===== config.mk =====
export PLATFORM = sky130hd
export DESIGN_NAME = sorted_priority_queue_unit_flat
export DESIGN_NICKNAME = d
export VERILOG_FILES = /design/src/sv/spq_pkg.sv /design/src/sv/spq_ifs.sv /design/src/sv/spq_ram.sv /design/src/sv/spq_cmp.sv /design/src/sv/spq_ctrl.sv /design/src/sv/sorted_priority_queue_unit.sv /design/src/flat_wrapper.sv
export VERILOG_INCLUDE_DIRS = /design/src /design/src/sv
export SDC_FILE = /design/constraint.sdc
export NUM_CORES = 2
export LEC_CHECK = 0
export BUFFER_PORTS_ARGS = -buffer_cell sky130_fd_sc_hd__buf_2
export CORE_ASPECT_RATIO = 0.7
export CORE_MARGIN = 4
export CORE_UTILIZATION = 55
export DETAILED_ROUTE_END_ITERATION = 10
export PLACE_DENSITY = 0.74
export SLEW_MARGIN = 10
export SYNTH_ARGS = -nofsm -noshare
export SYNTH_HDL_FRONTEND = slang
export SYNTH_SLANG_ARGS = --single-unit

===== constraint.sdc =====
create_clock -name clk -period 4.3 [get_ports clk]
set_input_delay 0.645 -clock clk [delete_from_list [all_inputs] [get_ports clk]]
set_output_delay 0.645 -clock clk [all_outputs]
set_load 0.005 [all_outputs]

===== src/sv/sorted_priority_queue_unit_assert.svh =====
// assertion macros for the sorted priority queue rtl
// expects signals clk and arst_n in the including module
`ifndef SORTED_PRIORITY_QUEUE_UNIT_ASSERT_SVH
`define SORTED_PRIORITY_QUEUE_UNIT_ASSERT_SVH

// checked only outside reset
`define SPQ_ASSERT(lbl, prop, msg) \
	lbl: assert property (@(posedge clk) disable iff (!arst_n) (prop)) else $error(msg);

// checked at every edge, reset included
`define SPQ_ASSERT_ALWAYS(lbl, prop, msg) \
	lbl: assert property (@(posedge clk) (prop)) else $error(msg);

`endif


===== src/sv/spq_pkg.sv =====
// types and constants for the sorted priority queue
// no dependencies
package spq_pkg;

	localparam int unsigned SPQ_DEPTH = 64;
	localparam int unsigned ID_W      = 16;
	localparam int unsigned CLS_W     = 4;
	localparam int unsigned ITEMS_W   = 8;
	localparam int unsigned OCC_W     = 7;
	localparam int unsigned SUM_W     = 14;

	typedef enum logic [1:0] {
		KIND_INSERT   = 2'd0,
		KIND_REMOVE   = 2'd1,
		KIND_POP_HEAD = 2'd2,
		KIND_POP_TAIL = 2'd3
	} kind_t;

	typedef enum logic [1:0] {
		ST_OK        = 2'd0,
		ST_NOT_FOUND = 2'd1,
		ST_EMPTY     = 2'd2,
		ST_FULL      = 2'd3
	} status_t;

	typedef enum logic [2:0] {
		SQ_IDLE,
		SQ_SCAN_RD,
		SQ_SCAN_CMP,
		SQ_MOVE_RD,
		SQ_MOVE_WR,
		SQ_INS_WR,
		SQ_FINISH
	} state_t;

	typedef struct packed {
		logic [ID_W-1:0]    id;
		logic [CLS_W-1:0]   cls;
		logic [ITEMS_W-1:0] items;
	} rec_t;

	typedef struct packed {
		status_t            status;
		rec_t               rec;
		logic [OCC_W-1:0]   occupancy;
		logic [SUM_W-1:0]   total;
	} res_t;

endpackage


===== src/sv/spq_ifs.sv =====
// request and response channel interfaces of the sorted priority queue
// depends on spq_pkg
interface spq_req_if;
	import spq_pkg::*;
	logic               valid;
	logic               ready;
	logic [1:0]         kind;
	logic [ID_W-1:0]    rec_id;
	logic [CLS_W-1:0]   rec_class;
	logic [ITEMS_W-1:0] rec_items;

	modport source (output valid, kind, rec_id, rec_class, rec_items, input ready);
	modport sink (input valid, kind, rec_id, rec_class, rec_items, output ready);
endinterface

interface spq_rsp_if;
	import spq_pkg::*;
	logic               valid;
	logic               ready;
	logic [1:0]         status;
	logic [ID_W-1:0]    out_id;
	logic [CLS_W-1:0]   out_class;
	logic [ITEMS_W-1:0] out_items;
	logic [OCC_W-1:0]   occupancy;
	logic [SUM_W-1:0]   total_items;

	modport source (output valid, status, out_id, out_class, out_items, occupancy,
		total_items, input ready);
	modport sink (input valid, status, out_id, out_class, out_items, occupancy,
		total_items, output ready);
endinterface


===== src/sv/spq_ram.sv =====
// generic single write, single read ram with registered read data
// no dependencies
module spq_ram #(
	parameter int unsigned WIDTH = 8,
	parameter int unsigned DEPTH = 64
) (
	input  logic                     clk,
	input  logic                     we,
	input  logic [$clog2(DEPTH)-1:0] waddr,
	input  logic [WIDTH-1:0]         wdata,
	input  logic [$clog2(DEPTH)-1:0] raddr,
	output logic [WIDTH-1:0]         rdata
);
	logic [WIDTH-1:0] mem_q [DEPTH];
	logic [WIDTH-1:0] rdata_q;

	always_ff @(posedge clk) begin
		if (we) begin
			mem_q[waddr] <= wdata;
		end
		rdata_q <= mem_q[raddr];
	end

	assign rdata = rdata_q;
endmodule


===== src/sv/spq_cmp.sv =====
// shared compare unit: decides whether the slot just read ends the scan
// depends on spq_pkg
module spq_cmp (
	input  spq_pkg::kind_t kind,
	input  logic           sort_by_items,
	input  logic           at_head,
	input  spq_pkg::rec_t  rec,
	input  spq_pkg::rec_t  slot,
	output logic           match
);
	import spq_pkg::*;

	logic [ITEMS_W-1:0] key_new;
	logic [ITEMS_W-1:0] key_slot;

	always_comb begin
		key_new  = sort_by_items ? rec.items  : ITEMS_W'(rec.cls);
		key_slot = sort_by_items ? slot.items : ITEMS_W'(slot.cls);
		unique case (kind)
			// head is passed over unless the new key is strictly below it
			KIND_INSERT:   match = at_head ? (key_new < key_slot) : !(key_slot < key_new);
			KIND_REMOVE:   match = (slot.id == rec.id);
			KIND_POP_HEAD: match = 1'b1;
			KIND_POP_TAIL: match = 1'b1;
			default:       match = 1'b0;
		endcase
	end
endmodule


===== src/sv/spq_ctrl.sv =====
// sequencer of the sorted priority queue: scans, shifts and updates slots
// depends on spq_pkg, spq_cmp and the assertion macro header
`include "sorted_priority_queue_unit_assert.svh"

module spq_ctrl #(
	parameter int unsigned DEPTH = spq_pkg::SPQ_DEPTH
) (
	input  logic                     clk,
	input  logic                     arst_n,
	input  logic                     sort_by_items,
	input  logic                     req_valid,
	output logic                     req_ready,
	input  spq_pkg::kind_t           req_kind,
	input  spq_pkg::rec_t            req_rec,
	input  logic                     res_free,
	output logic                     res_load,
	output spq_pkg::res_t            res,
	output logic                     ram_we,
	output logic [$clog2(DEPTH)-1:0] ram_waddr,
	output spq_pkg::rec_t            ram_wdata,
	output logic [$clog2(DEPTH)-1:0] ram_raddr,
	input  spq_pkg::rec_t            ram_rdata
);
	import spq_pkg::*;

	localparam int unsigned AW = $clog2(DEPTH);
	localparam int unsigned CW = $clog2(DEPTH + 1);

	state_t           state_q, state_d;
	kind_t            kind_q, kind_d;
	rec_t             rec_q, rec_d;
	rec_t             taken_q, taken_d;
	status_t          status_q, status_d;
	logic [AW-1:0]    idx_q, idx_d;
	logic [AW-1:0]    pos_q, pos_d;
	logic [CW-1:0]    fill_q, fill_d;
	logic [SUM_W-1:0] sum_q, sum_d;

	logic          match;
	logic [CW:0]   fill_w;
	logic [CW:0]   idx_p1;
	logic [CW:0]   idx_p2;
	logic [AW-1:0] idx_m1;

	spq_cmp u_cmp (
		.kind          (kind_q),
		.sort_by_items (sort_by_items),
		.at_head       (idx_q == '0),
		.rec           (rec_q),
		.slot          (ram_rdata),
		.match         (match)
	);

	assign fill_w = (CW+1)'(fill_q);
	assign idx_p1 = (CW+1)'(idx_q) + 1'b1;
	assign idx_p2 = (CW+1)'(idx_q) + 2'd2;
	assign idx_m1 = idx_q - 1'b1;

	always_ff @(posedge clk or negedge arst_n) begin
		if (!arst_n) begin
			state_q <= SQ_IDLE;
			fill_q  <= '0;
			sum_q   <= '0;
		end else begin
			state_q <= state_d;
			fill_q  <= fill_d;
			sum_q   <= sum_d;
		end
	end

	always_ff @(posedge clk) begin
		kind_q   <= kind_d;
		rec_q    <= rec_d;
		taken_q  <= taken_d;
		status_q <= status_d;
		idx_q    <= idx_d;
		pos_q    <= pos_d;
	end

	always_comb begin
		state_d   = state_q;
		kind_d    = kind_q;
		rec_d     = rec_q;
		taken_d   = taken_q;
		status_d  = status_q;
		idx_d     = idx_q;
		pos_d     = pos_q;
		fill_d    = fill_q;
		sum_d     = sum_q;
		req_ready = 1'b0;
		res_load  = 1'b0;
		ram_we    = 1'b0;
		ram_waddr = idx_q;
		ram_wdata = ram_rdata;
		ram_raddr = idx_q;
		res       = '{status: status_q, rec: taken_q, occupancy: OCC_W'(fill_q), total: sum_q};

		unique case (state_q)
			SQ_IDLE: begin
				req_ready = 1'b1;
				if (req_valid) begin
					kind_d   = req_kind;
					rec_d    = req_rec;
					taken_d  = '0;
					status_d = ST_OK;
					idx_d    = '0;
					if (req_kind == KIND_INSERT) begin
						if (fill_q == CW'(DEPTH)) begin
							status_d = ST_FULL;
							state_d  = SQ_FINISH;
						end else if (fill_q == '0) begin
							pos_d   = '0;
							state_d = SQ_INS_WR;
						end else begin
							state_d = SQ_SCAN_RD;
						end
					end else if (fill_q == '0) begin
						status_d = ST_EMPTY;
						state_d  = SQ_FINISH;
					end else begin
						if (req_kind == KIND_POP_TAIL) begin
							idx_d = AW'(fill_q - 1'b1);
						end
						state_d = SQ_SCAN_RD;
					end
				end
			end
			SQ_SCAN_RD: begin
				state_d = SQ_SCAN_CMP;
			end
			SQ_SCAN_CMP: begin
				if (match) begin
					pos_d = idx_q;
					if (kind_q == KIND_INSERT) begin
						// open a gap by moving the tail end up, last slot first
						idx_d   = AW'(fill_q);
						state_d = SQ_MOVE_RD;
					end else begin
						taken_d = ram_rdata;
						state_d = (idx_p1 < fill_w) ? SQ_MOVE_RD : SQ_FINISH;
					end
				end else if (idx_p1 < fill_w) begin
					idx_d   = AW'(idx_p1);
					state_d = SQ_SCAN_RD;
				end else if (kind_q == KIND_INSERT) begin
					pos_d   = AW'(fill_q);
					state_d = SQ_INS_WR;
				end else begin
					status_d = ST_NOT_FOUND;
					state_d  = SQ_FINISH;
				end
			end
			SQ_MOVE_RD: begin
				ram_raddr = (kind_q == KIND_INSERT) ? idx_m1 : AW'(idx_p1);
				state_d   = SQ_MOVE_WR;
			end
			SQ_MOVE_WR: begin
				ram_we    = 1'b1;
				ram_waddr = idx_q;
				ram_wdata = ram_rdata;
				if (kind_q == KIND_INSERT) begin
					idx_d   = idx_m1;
					state_d = (idx_m1 > pos_q) ? SQ_MOVE_RD : SQ_INS_WR;
				end else begin
					idx_d   = AW'(idx_p1);
					state_d = (idx_p2 < fill_w) ? SQ_MOVE_RD : SQ_FINISH;
				end
			end
			SQ_INS_WR: begin
				ram_we    = 1'b1;
				ram_waddr = pos_q;
				ram_wdata = rec_q;
				state_d   = SQ_FINISH;
			end
			SQ_FINISH: begin
				if (status_q == ST_OK) begin
					if (kind_q == KIND_INSERT) begin
						fill_d = fill_q + 1'b1;
						sum_d  = sum_q + SUM_W'(rec_q.items);
					end else begin
						fill_d = fill_q - 1'b1;
						sum_d  = sum_q - SUM_W'(taken_q.items);
					end
				end
				res = '{status: status_q, rec: taken_q, occupancy: OCC_W'(fill_d), total: sum_d};
				// hold here while the output register is still occupied
				if (res_free) begin
					res_load = 1'b1;
					state_d  = SQ_IDLE;
				end else begin
					fill_d = fill_q;
					sum_d  = sum_q;
				end
			end
			default: begin
				state_d = SQ_IDLE;
			end
		endcase
	end

	`SPQ_ASSERT(a_fill_bound, fill_q <= CW'(DEPTH), "fill count beyond queue depth")
	`SPQ_ASSERT(a_ins_pos, (state_q == SQ_INS_WR) |-> ((CW+1)'(pos_q) <= fill_w), "insert slot beyond tail")
	`SPQ_ASSERT(a_fill_step, res_load |=> ((fill_q == $past(fill_q) + 1'b1) || (fill_q == $past(fill_q) - 1'b1) || (fill_q == $past(fill_q))), "fill count jumped by more than one")
	`SPQ_ASSERT_ALWAYS(a_wr_state, ram_we |-> ((state_q == SQ_MOVE_WR) || (state_q == SQ_INS_WR)), "slot write outside a write step")
endmodule


===== src/sv/sorted_priority_queue_unit.sv =====
// top level of the sorted priority queue: channels, config register, result register
// depends on spq_pkg, spq_ifs, spq_ram and spq_ctrl
//
// usage:
//   req carries one operation (sorted insert, remove by id, pop head, pop tail);
//   rsp returns exactly one result per operation, in order, with status, the
//   removed record (zero if none), the occupancy and the running item total.
//   cfg_we/cfg_wdata set the sort key (0 class, 1 item count); write it only
//   while no operation is in flight.
// sequence:
//   records live in a ram with one write and one read port and registered read;
//   one compare unit checks one slot at a time, reading it and then comparing it;
//   every slot shifted is read and then written back, and an insert that is
//   stored ends with its own write; empty and full cases skip the scan.
//   req.ready is high only between operations.
// reset: the queue is empty, the item total zero and the key is the class.
// stall: a finished result sits in an output register, so the next request
//   can be taken while rsp is stalled; a second result waits in the
//   sequencer until the register frees.
module sorted_priority_queue_unit #(
	parameter int unsigned DEPTH = spq_pkg::SPQ_DEPTH
) (
	input  logic           clk,
	input  logic           arst_n,
	input  logic           cfg_we,
	input  logic           cfg_wdata,
	spq_req_if.sink        req,
	spq_rsp_if.source      rsp
);
	import spq_pkg::*;

	localparam int unsigned AW = $clog2(DEPTH);

	logic          sort_q;
	logic          res_valid_q;
	res_t          res_q;
	res_t          res;
	logic          res_load;
	logic          res_free;
	logic          ram_we;
	logic [AW-1:0] ram_waddr;
	logic [AW-1:0] ram_raddr;
	rec_t          ram_wdata;
	rec_t          ram_rdata;
	logic [$bits(rec_t)-1:0] ram_rdata_raw;
	rec_t          req_rec;

	assign req_rec  = '{id: req.rec_id, cls: req.rec_class, items: req.rec_items};
	assign res_free = !res_valid_q || rsp.ready;

	always_ff @(posedge clk or negedge arst_n) begin
		if (!arst_n) begin
			sort_q      <= 1'b0;
			res_valid_q <= 1'b0;
		end else begin
			if (cfg_we) begin
				sort_q <= cfg_wdata;
			end
			if (res_load) begin
				res_valid_q <= 1'b1;
			end else if (rsp.ready) begin
				res_valid_q <= 1'b0;
			end
		end
	end

	always_ff @(posedge clk) begin
		if (res_load) begin
			res_q <= res;
		end
	end

	spq_ctrl #(
		.DEPTH (DEPTH)
	) u_ctrl (
		.clk           (clk),
		.arst_n        (arst_n),
		.sort_by_items (sort_q),
		.req_valid     (req.valid),
		.req_ready     (req.ready),
		.req_kind      (kind_t'(req.kind)),
		.req_rec       (req_rec),
		.res_free      (res_free),
		.res_load      (res_load),
		.res           (res),
		.ram_we        (ram_we),
		.ram_waddr     (ram_waddr),
		.ram_wdata     (ram_wdata),
		.ram_raddr     (ram_raddr),
		.ram_rdata     (ram_rdata)
	);

	spq_ram #(
		.WIDTH ($bits(rec_t)),
		.DEPTH (DEPTH)
	) u_ram (
		.clk   (clk),
		.we    (ram_we),
		.waddr (ram_waddr),
		.wdata (ram_wdata),
		.raddr (ram_raddr),
		.rdata (ram_rdata_raw)
	);

	assign ram_rdata = rec_t'(ram_rdata_raw);

	assign rsp.valid       = res_valid_q;
	assign rsp.status      = res_q.status;
	assign rsp.out_id      = res_q.rec.id;
	assign rsp.out_class   = res_q.rec.cls;
	assign rsp.out_items   = res_q.rec.items;
	assign rsp.occupancy   = res_q.occupancy;
	assign rsp.total_items = res_q.total;
endmodule


===== src/flat_wrapper.sv =====
// flat-port wrapper written by rule: the top's interface ports become plain ports
module sorted_priority_queue_unit_flat import spq_pkg::*;
#(
	parameter int unsigned DEPTH = spq_pkg::SPQ_DEPTH
)
  (clk, arst_n, cfg_we, cfg_wdata, req_valid, req_kind, req_rec_id, req_rec_class, req_rec_items, req_ready, rsp_valid, rsp_status, rsp_out_id, rsp_out_class, rsp_out_items, rsp_occupancy, rsp_total_items, rsp_ready);
  spq_req_if req_i ();
  spq_rsp_if rsp_i ();
  input  logic clk;
  input  logic arst_n;
  input  logic cfg_we;
  input  logic cfg_wdata;
  input wire logic [$bits(req_i.valid)-1:0] req_valid;
  input wire logic [$bits(req_i.kind)-1:0] req_kind;
  input wire logic [$bits(req_i.rec_id)-1:0] req_rec_id;
  input wire logic [$bits(req_i.rec_class)-1:0] req_rec_class;
  input wire logic [$bits(req_i.rec_items)-1:0] req_rec_items;
  output wire logic [$bits(req_i.ready)-1:0] req_ready;
  output wire logic [$bits(rsp_i.valid)-1:0] rsp_valid;
  output wire logic [$bits(rsp_i.status)-1:0] rsp_status;
  output wire logic [$bits(rsp_i.out_id)-1:0] rsp_out_id;
  output wire logic [$bits(rsp_i.out_class)-1:0] rsp_out_class;
  output wire logic [$bits(rsp_i.out_items)-1:0] rsp_out_items;
  output wire logic [$bits(rsp_i.occupancy)-1:0] rsp_occupancy;
  output wire logic [$bits(rsp_i.total_items)-1:0] rsp_total_items;
  input wire logic [$bits(rsp_i.ready)-1:0] rsp_ready;
  assign req_i.valid = req_valid;
  assign req_i.kind = req_kind;
  assign req_i.rec_id = req_rec_id;
  assign req_i.rec_class = req_rec_class;
  assign req_i.rec_items = req_rec_items;
  assign req_ready = req_i.ready;
  assign rsp_valid = rsp_i.valid;
  assign rsp_status = rsp_i.status;
  assign rsp_out_id = rsp_i.out_id;
  assign rsp_out_class = rsp_i.out_class;
  assign rsp_out_items = rsp_i.out_items;
  assign rsp_occupancy = rsp_i.occupancy;
  assign rsp_total_items = rsp_i.total_items;
  assign rsp_i.ready = rsp_ready;
  sorted_priority_queue_unit #(.DEPTH(DEPTH)) u_core (.clk(clk), .arst_n(arst_n), .cfg_we(cfg_we), .cfg_wdata(cfg_wdata), .req(req_i), .rsp(rsp_i));
endmodule

==> metrics.md <==
| Metric | Value |
|---|---|
| Synth area leader | edfxtp_1 |
| Layout cell share with drive strength beyond 1 | 0.166 |
| Design area | 90,300 um2 |
| Post-synthesis register bit count | 1,969 |
| CP max stage cell | nand4_1 |
| CP max stage delay | 0.59 ns |
| Setup crit end kind | register |
| CTS Buffer Depth | 3 |
| WP data required | 5.01 ns |
| Total I/O pin count | 89 |
| Hold_buf cts | 30 |
| Largest net degree at the start of global routing | 83 |
| Residual DRC | 0 |
| Final Skew | 0.0451 ns |
| H-tree Lvls | 4 |
| Final hold vios | 0 |
| Measured slew at the worst slew-check pin | 1.31 ns |
| Post-Layout Cell Count | 7,779 |
| Num CTS Buffers | 174 |
| Leakage | 31.0 nW |
| Final ANT Viol Nets | 0 |
| Detailed Place HPWL | 141,000 um |
| RSZ-0062 raised after global routing | false |
| Max-Cap Viols | 0 |
| Fillcell total | 9,848 |
| Most frequent cells in the layout | edfxtp_1, nand2_1, nand3_1 |
| Post-Syn Instances | 5,462 |
| Slew Limit Fails | 0 |
| WP data arrival | 4.93 ns |
| Most common cell after layout, fill and taps aside | edfxtp_1 |
| Resize count post-CTS | 0 |
| Core box area | 143,000 um2 |
| Syn_nets | 5,547 |
| Initial antenna violation count | 8 |
| Warning count from the yosys run | 0 |
| Number of core rows | 116 |
| Clock sinks | 1,969 |
| Die footprint | 150,000 um2 |
| Setup violators final | 0 |
| Top FF cell, synth | edfxtp_1 |
| Initial DRT Pass Iterations | 5 |
| CP startpoint kind | register |
| DR iter-0 viols | 8,983 |
| Clock root buffer | clkbuf_16 |
| # nets final | 5,824 |
| Initial core utilization | 0.554 |
| Remaining Overflow, GRT | 0 |
| Sequential fraction of the synthesis area | 0.741 |
| Total routed wirelength | 232,000 um |
| Buffers added on ports | 88 |
| Setup bufs post-CTS | 0 |
| Area delta synth->final | 13.9% |
| GPL Wtd Cong | 0.957 |
| Cells after DPL | 7,421 |
| Die W | 462 um |
| Fin crit period | 4.22 ns |
| Post-synth top area share | 0.725 |
| Number of flops mapped to enable cells by yosys | 1,915 |
| Synth cell types | 69 |
| Per-cell routed wire length | 29.8 um |
| Vias in the first global route | 47,800 |
| DR vias | 50,200 |
| Die H | 326 um |
| Placed instance area | 84,200 um2 |
| Via/cell ratio | 6.46 |
| CTS clk-pin slew, worst paths | 0.07 ns |
| Cell mode on critical path | nand3_1 |
| Slew margin rel. | 0.125 |
| Crit Path Class | register to register |
| Outcome | finished clean |
| PwrDens | 821 nW/um2 |
| TritonCTS clock tree | done |
| VDD IR max | 0.673 mV |
| All-Layer GR Usage | 0.307 |
| Syn_area_per_cell | 14.5 um2 |
| Main area contributors after synthesis | edfxtp_1, nand2_1, nand3_1 |
| Post-route setup TNS | 0 ns |
| Crit-path cells | inv_1 > ha_1 > or3b_1 > a21oi_2 > xnor2_4 > buf_12 > buf_4 > nand3_1 > nand3_1 > nand3_1 > nand4_1 > nor4_1 |
| Fraction of registers with async set/reset | 0.0132 |
| Maximum clock frequency | 0.237 GHz |
| WP buf/inv | 3 |
| First-pass GRT wire length | 334,000 um |
| Util after Layout | 0.631 |
| Later-pin clock latency in the skew report | 0.85 ns |
| Synthesized cell area | 79,300 um2 |
| Overall power | 0.0741 W |
| Hold Crit Class | input pin to register |
| CP top delay family | simple AND/OR/NAND/NOR gates |
| Crit-path max FO | 21 |
| Period utilization | 0.981 |
[worst paths after layout]
kind                                           start                  endpoint  slack [ns]  depth (start not counted)
hold / removal                           req_kind[0]   u_core.u_ctrl.kind_q[0]        0.05                          1
min in group asynchronous                     arst_n  u_core.u_ctrl.state_q[2]        0.41                          2
max in group asynchronous                     arst_n   u_core.u_ctrl.sum_q[11]        3.43                          2
setup / recovery              u_core.u_ctrl.idx_q[0]    u_core.u_ram.rdata[24]        0.08                         12
setup reg to reg              u_core.u_ctrl.idx_q[0]    u_core.u_ram.rdata[24]        0.08                         12
hold reg to reg            u_core.u_ctrl.taken_q[19]      u_core.rsp.out_id[7]        0.42                          0
[registers in the layout, indices dropped and copies added, names as in the netlist]
name / flops
u_core.rsp.out_id: 16
u_core.u_ctrl.sum_q: 14
u_core.u_ctrl.fill_q: 7
u_core.u_ctrl.state_q: 3
u_core.rsp.out_items: 8
u_core.rsp.out_class: 4
u_core.u_ctrl.kind_q: 2
u_core.rsp.total_items: 14
u_core.rsp.status: 2
u_core.sort_q: 1
u_core.u_ram.mem_q: 1792
u_core.u_ctrl.rec_q: 28
u_core.u_ctrl.status_q: 2
u_core.u_ctrl.taken_q: 28
u_core.rsp.occupancy: 7
u_core.u_ram.rdata: 28
u_core.u_ctrl.idx_q: 6
u_core.rsp.valid: 1
u_core.u_ctrl.pos_q: 6
[worst reg2reg max path, delay by kind of cell (launching register included)]
kind | cells | cell delay [ns]
buffers and inverters | 3 | 0.70
adders and majority gates | 1 | 0.25
AOI/OAI and AO/OA | 1 | 0.47
DFF | 1 | 0.39
and+or+nand+nor | 6 | 2.11
xor gates and xnor gates | 1 | 0.15
[power breakdown]
part           switching [W]  internal (W)
clock network        0.00720       0.00873
registers            0.00102        0.0253
logic                 0.0218        0.0101
total                 0.0300        0.0441
[cells by family (layout without fill, tap and decap cells)]
kind of cell    after synthesis  count (layout)  synth area share
flops                      1969            1969             0.741
xor+xnor                     68              68           0.00836
mux                         247             247            0.0578
fa+ha+maj                    49              49           0.00783
other cells                   0               3                 0
buf+inv                     352             778            0.0214
simple gates               2534            2534             0.142
compound gates              243             243            0.0216
[metrics by stage]
stage          hold slack [ns]  worst slack [ns]
2_1_floorplan            0.349             0.388
3_3_place_gp             0.402             0.336
3_5_place_dp             0.405             0.299
4_1_cts                0.00237             0.242
5_1_grt                 0.0320            0.0155
6_report                0.0519            0.0819
[cell usage after synthesis (26+ instances only)]
cell type,number
a211oi_1,32
a21o_1,40
a21oi_1,38
a31oi_1,32
a32o_1,28
and2_1,36
and3_1,35
buf_2,128
clkbuf_1,146
dfrtp_1,26
dfxtp_1,28
edfxtp_1,1915
ha_1,48
mux2_2,31
mux2i_1,50
mux4_2,165
nand2_1,1323
nand3_1,909
nand4_1,36
nor2_1,113
o21ai_0,28
xnor2_1,49
[metal layers]
metal  global-route usage  vias up  wire length, um
li1                     -    20900                -
met1                0.439    25000            85700
met2                0.416     3840            96900
met3                0.148      459            42100
met4               0.0970        4             7460
met5                    0        -               26
[area by class of cell]
class | count | area [um2] | area share
sequential | 1969 | 58700 | 0.650
timing repair buffer | 427 | 3970 | 0.0440
tap | 1888 | 2360 | 0.0262
multi-input combinational | 3141 | 19400 | 0.214
inverter | 26 | 97.6 | 0.00108
clock inverter | 102 | 1090 | 0.0121
clock buffer | 223 | 4670 | 0.0517
antenna | 3 | 7.51 | 0.0000831
Note: power is estimated with default switching activity, not from simulation.
